==> src/rtl/core/ucfd_pkg.sv <==
package ucfd_pkg;

   localparam int ByteW   = 8;
   localparam int WinLen  = 18;
   localparam int CkPos   = 17;
   localparam int FillW   = 5;
   localparam int SumW    = 13;
   localparam int CanIdW  = 11;
   localparam int DataW   = 32;

   localparam logic [ByteW-1:0] Sync0 = 8'hF0;
   localparam logic [ByteW-1:0] Sync1 = 8'h55;
   localparam logic [ByteW-1:0] Sync2 = 8'hAA;

   typedef logic [ByteW-1:0] byte_type;
   typedef logic [SumW-1:0]  sum_type;
   typedef logic [FillW-1:0] fill_type;

   typedef struct packed {
      logic     full;
      byte_type head0;
      byte_type head1;
      byte_type head2;
      sum_type  body_sum;
      byte_type check_byte;
   } check_in_type;

   function automatic byte_type fold_checksum(sum_type s);
      logic [ByteW:0] c1;
      logic [ByteW:0] c2;
      c1 = {1'b0, s[ByteW-1:0]} + {{(2*ByteW+1-SumW){1'b0}}, s[SumW-1:ByteW]};
      c2 = {1'b0, c1[ByteW-1:0]} + {{ByteW{1'b0}}, c1[ByteW]};
      return byte_type'(~c2[ByteW-1:0] + 8'd1);
   endfunction

endpackage

==> src/rtl/core/ucfd_if.sv <==
interface ucfd_req_if;
   logic                     valid;
   logic                     ready;
   logic [ucfd_pkg::ByteW-1:0] rx_byte;

   modport source (output valid, output rx_byte, input ready);
   modport sink   (input valid, input rx_byte, output ready);
endinterface

interface ucfd_rsp_if;
   logic                        valid;
   logic                        ready;
   logic                        frame_found;
   logic [ucfd_pkg::CanIdW-1:0] can_id;
   logic [ucfd_pkg::DataW-1:0]  data_high;
   logic [ucfd_pkg::DataW-1:0]  data_low;

   modport source (output valid, output frame_found, output can_id,
                   output data_high, output data_low, input ready);
   modport sink   (input valid, input frame_found, input can_id,
                   input data_high, input data_low, output ready);
endinterface

==> src/rtl/core/ucfd_cell.sv <==
module ucfd_cell (
   input  logic               clock,
   input  logic               advance,
   input  ucfd_pkg::byte_type d_in,
   output ucfd_pkg::byte_type d_out
);

   ucfd_pkg::byte_type byte_ff;
   ucfd_pkg::byte_type byte_in;

   assign byte_in = advance ? d_in : byte_ff;
   assign d_out   = byte_ff;

   always_ff @(posedge clock) begin
      byte_ff <= byte_in;
   end

endmodule

==> src/rtl/core/ucfd_check.sv <==
module ucfd_check (
   input  ucfd_pkg::check_in_type chk,
   output logic                   hit
);

   logic sync_ok;
   logic sum_ok;

   assign sync_ok = (chk.head0 == ucfd_pkg::Sync0) && (chk.head1 == ucfd_pkg::Sync1)
                 && (chk.head2 == ucfd_pkg::Sync2);
   assign sum_ok  = ucfd_pkg::fold_checksum(chk.body_sum) == chk.check_byte;
   assign hit     = chk.full && sync_ok && sum_ok;

endmodule

==> src/rtl/core/usb_can_frame_deframer.sv <==
// Sync-word frame deframer: bytes enter a row of 18 shift cells, one byte per
// transfer, and a running sum of the window tracks the checksum. A window that
// starts F0 55 AA and ends in the folded two's-complement sum of its first 17
// bytes yields frame_found with the CAN id and eight data bytes, and the window
// then starts empty. Every request transfer gives exactly one registered
// response; a new byte is taken every cycle while the output register is
// empty or being drained, so the sustained rate is one byte per clock while
// the response side keeps draining; the cell row and the sum step together.
module usb_can_frame_deframer (
   input logic         clock,
   input logic         reset,
   ucfd_req_if.sink    req_chan,
   ucfd_rsp_if.source  rsp_chan
);

   localparam int Last = ucfd_pkg::WinLen - 1;

   ucfd_pkg::byte_type     win_q [ucfd_pkg::WinLen];
   ucfd_pkg::fill_type     fill_ff;
   ucfd_pkg::fill_type     fill_in;
   ucfd_pkg::sum_type      sum_ff;
   ucfd_pkg::sum_type      sum_in;
   ucfd_pkg::sum_type      body_sum;
   ucfd_pkg::byte_type     drop_byte;
   ucfd_pkg::check_in_type chk;
   logic                   advance;
   logic                   full_now;
   logic                   hit;

   logic                          rsp_valid_ff;
   logic                          rsp_valid_in;
   logic                          found_ff;
   logic [ucfd_pkg::CanIdW-1:0]   can_id_ff;
   logic [ucfd_pkg::DataW-1:0]    data_high_ff;
   logic [ucfd_pkg::DataW-1:0]    data_low_ff;

   assign req_chan.ready = !rsp_valid_ff || rsp_chan.ready;
   assign advance        = req_chan.valid && req_chan.ready;

   generate
      for (genvar i = 0; i < ucfd_pkg::WinLen; i++) begin : g_cell
         ucfd_pkg::byte_type d_in;
         if (i == Last) begin : g_tail
            assign d_in = req_chan.rx_byte;
         end else begin : g_body
            assign d_in = win_q[i+1];
         end
         ucfd_cell u_cell (
            .clock   (clock),
            .advance (advance),
            .d_in    (d_in),
            .d_out   (win_q[i])
         );
      end
   endgenerate

   // window after this byte: cell i takes cell i+1, newest byte in the last cell
   assign full_now  = fill_ff == ucfd_pkg::FillW'(ucfd_pkg::WinLen);
   assign drop_byte = full_now ? win_q[0] : '0;
   assign body_sum  = sum_ff - {{(ucfd_pkg::SumW-ucfd_pkg::ByteW){1'b0}}, drop_byte};

   assign chk.full       = fill_ff >= ucfd_pkg::FillW'(Last);
   assign chk.head0      = win_q[1];
   assign chk.head1      = win_q[2];
   assign chk.head2      = win_q[3];
   assign chk.body_sum   = body_sum;
   assign chk.check_byte = req_chan.rx_byte;

   ucfd_check u_check (
      .chk (chk),
      .hit (hit)
   );

   always_comb begin
      fill_in = fill_ff;
      sum_in  = sum_ff;
      if (advance) begin
         if (hit) begin
            fill_in = '0;
            sum_in  = '0;
         end else begin
            fill_in = full_now ? fill_ff : fill_ff + 1'b1;
            sum_in  = body_sum
                    + {{(ucfd_pkg::SumW-ucfd_pkg::ByteW){1'b0}}, req_chan.rx_byte};
         end
      end
   end

   assign rsp_valid_in = advance || (rsp_valid_ff && !rsp_chan.ready);

   always_ff @(posedge clock) begin
      if (reset) begin
         fill_ff      <= '0;
         sum_ff       <= '0;
         rsp_valid_ff <= 1'b0;
      end else begin
         fill_ff      <= fill_in;
         sum_ff       <= sum_in;
         rsp_valid_ff <= rsp_valid_in;
      end
   end

   always_ff @(posedge clock) begin
      if (advance) begin
         found_ff <= hit;
         if (hit) begin
            can_id_ff    <= {win_q[5], win_q[6][ucfd_pkg::ByteW-1 -: 3]};
            data_high_ff <= {win_q[10], win_q[11], win_q[12], win_q[13]};
            data_low_ff  <= {win_q[14], win_q[15], win_q[16], win_q[17]};
         end else begin
            can_id_ff    <= '0;
            data_high_ff <= '0;
            data_low_ff  <= '0;
         end
      end
   end

   assign rsp_chan.valid       = rsp_valid_ff;
   assign rsp_chan.frame_found = found_ff;
   assign rsp_chan.can_id      = can_id_ff;
   assign rsp_chan.data_high   = data_high_ff;
   assign rsp_chan.data_low    = data_low_ff;

endmodule

==> src/flat_wrapper.sv <==
// flat-port wrapper written by rule: the top's interface ports become plain ports
module usb_can_frame_deframer_flat 
  (clock, reset, req_chan_valid, req_chan_rx_byte, req_chan_ready, rsp_chan_valid, rsp_chan_frame_found, rsp_chan_can_id, rsp_chan_data_high, rsp_chan_data_low, rsp_chan_ready);
  ucfd_req_if req_chan_i ();
  ucfd_rsp_if rsp_chan_i ();
  input logic clock;
  input logic reset;
  input wire logic [$bits(req_chan_i.valid)-1:0] req_chan_valid;
  input wire logic [$bits(req_chan_i.rx_byte)-1:0] req_chan_rx_byte;
  output wire logic [$bits(req_chan_i.ready)-1:0] req_chan_ready;
  output wire logic [$bits(rsp_chan_i.valid)-1:0] rsp_chan_valid;
  output wire logic [$bits(rsp_chan_i.frame_found)-1:0] rsp_chan_frame_found;
  output wire logic [$bits(rsp_chan_i.can_id)-1:0] rsp_chan_can_id;
  output wire logic [$bits(rsp_chan_i.data_high)-1:0] rsp_chan_data_high;
  output wire logic [$bits(rsp_chan_i.data_low)-1:0] rsp_chan_data_low;
  input wire logic [$bits(rsp_chan_i.ready)-1:0] rsp_chan_ready;
  assign req_chan_i.valid = req_chan_valid;
  assign req_chan_i.rx_byte = req_chan_rx_byte;
  assign req_chan_ready = req_chan_i.ready;
  assign rsp_chan_valid = rsp_chan_i.valid;
  assign rsp_chan_frame_found = rsp_chan_i.frame_found;
  assign rsp_chan_can_id = rsp_chan_i.can_id;
  assign rsp_chan_data_high = rsp_chan_i.data_high;
  assign rsp_chan_data_low = rsp_chan_i.data_low;
  assign rsp_chan_i.ready = rsp_chan_ready;
  usb_can_frame_deframer u_core (.clock(clock), .reset(reset), .req_chan(req_chan_i), .rsp_chan(rsp_chan_i));
endmodule
==> config.mk <==
export PLATFORM = sky130hd
export DESIGN_NAME = usb_can_frame_deframer_flat
export DESIGN_NICKNAME = d
export VERILOG_FILES = /design/src/rtl/core/ucfd_pkg.sv /design/src/rtl/core/ucfd_if.sv /design/src/rtl/core/ucfd_cell.sv /design/src/rtl/core/ucfd_check.sv /design/src/rtl/core/usb_can_frame_deframer.sv /design/src/flat_wrapper.sv
export SDC_FILE = /design/constraint.sdc
export NUM_CORES = 1
export LEC_CHECK = 0
export BUFFER_PORTS_ARGS = -buffer_cell sky130_fd_sc_hd__buf_2
export CAP_MARGIN = 10
export CORE_MARGIN = 2
export CORE_UTILIZATION = 40
export CTS_BUF_LIST = sky130_fd_sc_hd__clkbuf_8
export DETAILED_ROUTE_END_ITERATION = 8
export PLACE_DENSITY_LB_ADDON = 0.05
export SETUP_SLACK_MARGIN = 0.1
export SKIP_LAST_GASP = 1
export SLEW_MARGIN = 0
export SYNTH_ARGS = -nofsm -noshare
export SYNTH_HDL_FRONTEND = slang
export SYNTH_SLANG_ARGS = --single-unit
==> constraint.sdc <==
create_clock -name clock -period 8.4 [get_ports clock]
set_input_delay 1.68 -clock clock [delete_from_list [all_inputs] [get_ports clock]]
set_output_delay 1.68 -clock clock [all_outputs]
set_load 0.02 [all_outputs]
==> summary.md <==
| Metric | Value |
|---|---|
| Final Cycle Share | 0.898 |
| First-pass GRT wire length | 31500 um |
| Routability congestion estimate | 0.845 |
| Avg WL per Cell | 17.7 um |
| CTS Buf Count | 42 |
| GRT overflow | 0 |
| Reg power frac | 0.367 |
| Root Driver | clkbuf_8 |
| Internal power | 2.50 mW |
| Psw | 1.43 mW |
| Hold Crit Class | register to register |
| Initial core utilization | 0.408 |
| Share of layout cells above drive strength 1 | 0.203 |
| Final setup violation count | 0 |
| # diodes | 0 |
| Layout Skew | 21.1 ps |
| Max Slew Vio Count | 0 |
| DP HPWL | 12700 um |
| CORE AREA | 24300 um2 |
| Tmin final | 7550 ps |
| FF-to-FF End | u_core.rsp_chan.can_id[3] |
| Setup crit end | u_core.rsp_chan.can_id[3] |
| Critical Path Sink Type | register |
| Routed Antenna Nets | 0 |
| Synth unique cells | 67 |
| DRC | 0 |
| Async S/R FF share, synth | 0 |
| Outcome | completed |
| Lkg Pwr | 4.30 nW |
| Post-synth EDFFs | 220 |
| Buffers added on ports | 89 |
| PwrDens | 342 nW/um2 |
| Rows | 57 |
| All-Layer GR Usage | 0.155 |
| CP Launch Point | u_core.fill_ff[0] |
| Max incr delay on CP | 460 ps |
| Yosys warning total | 0 |
| Clock insertion delay at the later pin of the skew report | 540 ps |
| Hold_buf cts | 0 |
| Register area share after synthesis | 0.705 |
| DRT iter0 DRCs | 286 |
| Peak Freq | 133 MHz |
| Source of the worst register-to-register timing path | u_core.fill_ff[0] |
| Clock share of power | 0.254 |
| Reg-to-reg slack, setup | 850 ps |
| Syn_nets | 691 |
| Nets | 807 |
| Worst-path clk slew | 60 ps |
| Max Cap Viol | 0 |
| Die Footprint | 26100 um2 |
| Fin cells | 1125 |
| Post-synthesis register bit count | 239 |
| Largest net degree at the start of global routing | 159 |
| Highest ir drop seen on vdd | 155 uV |
| Worst relative slew slack | 0.268 |
| Clock sink count | 239 |
| Ys flop type | edfxtp_1 |
| Worst Path Required | 8790 ps |
| Setup TNS | 0 ps |
| CP most frequent cell | ha_1 |
| DR vias | 5584 |
| Worst r2r path cells | 32 |
| Hold depth | 0 |
| Overall routed net length | 19900 um |
| Fillers | 2179 |
| Vias per cell | 4.96 |
| CTS tree | built |
| DIE HEIGHT | 161 um |
| Longest Clk Path Bufs | 3 |
| RSZ-0062 raised after global routing | false |
| Critical path class | register to register |
| Crit path max fanout | 38 |
| Final hold violation count | 0 |
| Synthesized cell area | 9920 um2 |
| CP arrival | 7940 ps |
| Worst slew pin tran | 1100 ps |
| Initial antenna violation count | 0 |
| Slowest stage cell, crit path | a2111oi_4 |
| Syn Inst Count | 651 |
| Worst hold slack | 413 ps |
| Crit path launch type | register |
| # H-tree levels | 2 |
| Drt pass-1 iters | 5 |
| Top-Level Pins | 90 |
| Mean post-synth cell area | 15.2 um2 |
| Placed Cells | 1047 |
| Combinational power share | 0.378 |
| Die Width | 161 um |
| Area growth, synth to finish | 16.0% |
| Vias in the first global route | 5768 |
| Net Sw Frac | 0.363 |
## critical path: cells and delay by family, from the launching register on
| family | cells | cell delay [ps] |
|---|---|---|
| fa+ha+maj | 8 | 2110 |
| buf+inv | 4 | 570 |
| compound gates | 12 | 2730 |
| xor+xnor | 1 | 170 |
| flops | 1 | 340 |
| simple gates | 7 | 1470 |
## state kept, by name (all words and copies together) (netlist names)
name                         flops
u_core.rsp_chan.can_id          11
u_core.rsp_chan.data_low        32
u_core.sum_ff                   13
u_core.rsp_chan.data_high       32
u_core.rsp_chan.frame_found      1
u_core.rsp_chan.valid            1
u_core.fill_ff                   5
u_core.g_cell.u_cell.d_out     144
## synthesized netlist by cell type, types with 12 or more instances
cell	count	share of area
o21ai_0	18	0.0091
inv_1	26	0.0098
xor2_1	17	0.015
nand2_1	23	0.0087
clkbuf_1	12	0.0045
dfxtp_1	19	0.038
and2_1	83	0.052
nor2_1	22	0.0083
edfxtp_1	220	0.67
ha_1	26	0.033
a21oi_1	14	0.0071
xnor2_1	32	0.028
## layout make-up
| class | count | area (um2) | area share |
|---|---|---|---|
| flip-flops and latches | 239 | 6990 | 0.608 |
| multi-input cells | 365 | 2730 | 0.237 |
| clock buffers | 44 | 606 | 0.0527 |
| repair buffers | 93 | 483 | 0.0420 |
| well taps | 324 | 405 | 0.0353 |
| clock inverters | 34 | 183 | 0.0159 |
| inverters | 26 | 105 | 0.00914 |
## layer usage
metal / part of all wire / vias to the layer above / wire [um] / global-route usage
met2: 0.46 / 128 / 9180 / 0.240
li1: - / 2665 / - / -
met1: 0.46 / 2767 / 9140 / 0.213
met4: 0.016 / 0 / 323 / 0.0450
met3: 0.064 / 24 / 1270 / 0.0475
met5: 0 / - / 0 / 0
## worst min-delay path by stage
stage | to | slack (ps) | startpoint
5_1_grt | u_core.g_cell[3].u_cell.d_out[5] | 420 | u_core.g_cell[4].u_cell.d_out[5]
3_3_place_gp | u_core.g_cell[6].u_cell.d_out[3] | 400 | u_core.g_cell[7].u_cell.d_out[3]
3_5_place_dp | u_core.g_cell[6].u_cell.d_out[0] | 400 | u_core.g_cell[7].u_cell.d_out[0]
6_report | u_core.g_cell[8].u_cell.d_out[1] | 410 | u_core.g_cell[9].u_cell.d_out[1]
2_1_floorplan | u_core.g_cell[3].u_cell.d_out[0] | 400 | u_core.g_cell[4].u_cell.d_out[0]
4_1_cts | u_core.g_cell[8].u_cell.d_out[1] | 420 | u_core.g_cell[9].u_cell.d_out[1]
## power by group through the flow
stage	logic, mW	registers [mW]	clock network [mW]
2_1_floorplan	1.17	1.47	0
3_3_place_gp	1.46	1.47	0
3_5_place_dp	1.46	1.47	0
4_1_cts	1.48	1.44	1.04
5_1_grt	1.65	1.45	1.09
6_report	1.49	1.44	0.998
## cell families after synthesis
kind of cell | after synthesis | share of synthesized area
fa+ha+maj | 29 | 0.0380
xor+xnor | 53 | 0.0511
compound gates | 95 | 0.0752
flops | 239 | 0.705
simple gates | 185 | 0.107
buf+inv | 47 | 0.0206
mux | 3 | 0.00315
## through the flow
step                      utilization  cell area [um2]  total power [mW]  setup WS, ps
final                           0.473            11500              3.93           855
after global routing            0.473            11500              4.19           140
after CTS                       0.472            11500              3.96           727
after detailed placement        0.440            10700              2.93           778
after global placement          0.440            10700              2.92           995
after floorplan                     -             9920              2.63          1740
## repair_timing
item,in CTS,in global routing
endpoints found under the setup margin,0,93
resized for setup,0,4
buffers inserted,0,0
## layout by cell type (no fill, tap or decap), types with 7 or more instances in the layout
| master | Yosys | final |
|---|---|---|
| inv_1 | 26 | 36 |
| xor2_1 | 17 | 17 |
| xnor2_1 | 32 | 32 |
| nand3_1 | 9 | 9 |
| buf_2 | 1 | 89 |
| clkbuf_8 | 0 | 44 |
| a31oi_1 | 7 | 7 |
| a21oi_1 | 14 | 13 |
| nand2_1 | 23 | 23 |
| dfxtp_1 | 19 | 19 |
| nor2_1 | 22 | 22 |
| ha_1 | 26 | 26 |
| and2_1 | 83 | 83 |
| a211oi_1 | 11 | 11 |
| nand3b_1 | 11 | 11 |
| o21ai_0 | 18 | 18 |
| edfxtp_1 | 220 | 220 |
| clkinv_1 | 0 | 16 |
Note: power is estimated with default switching activity, not from simulation.
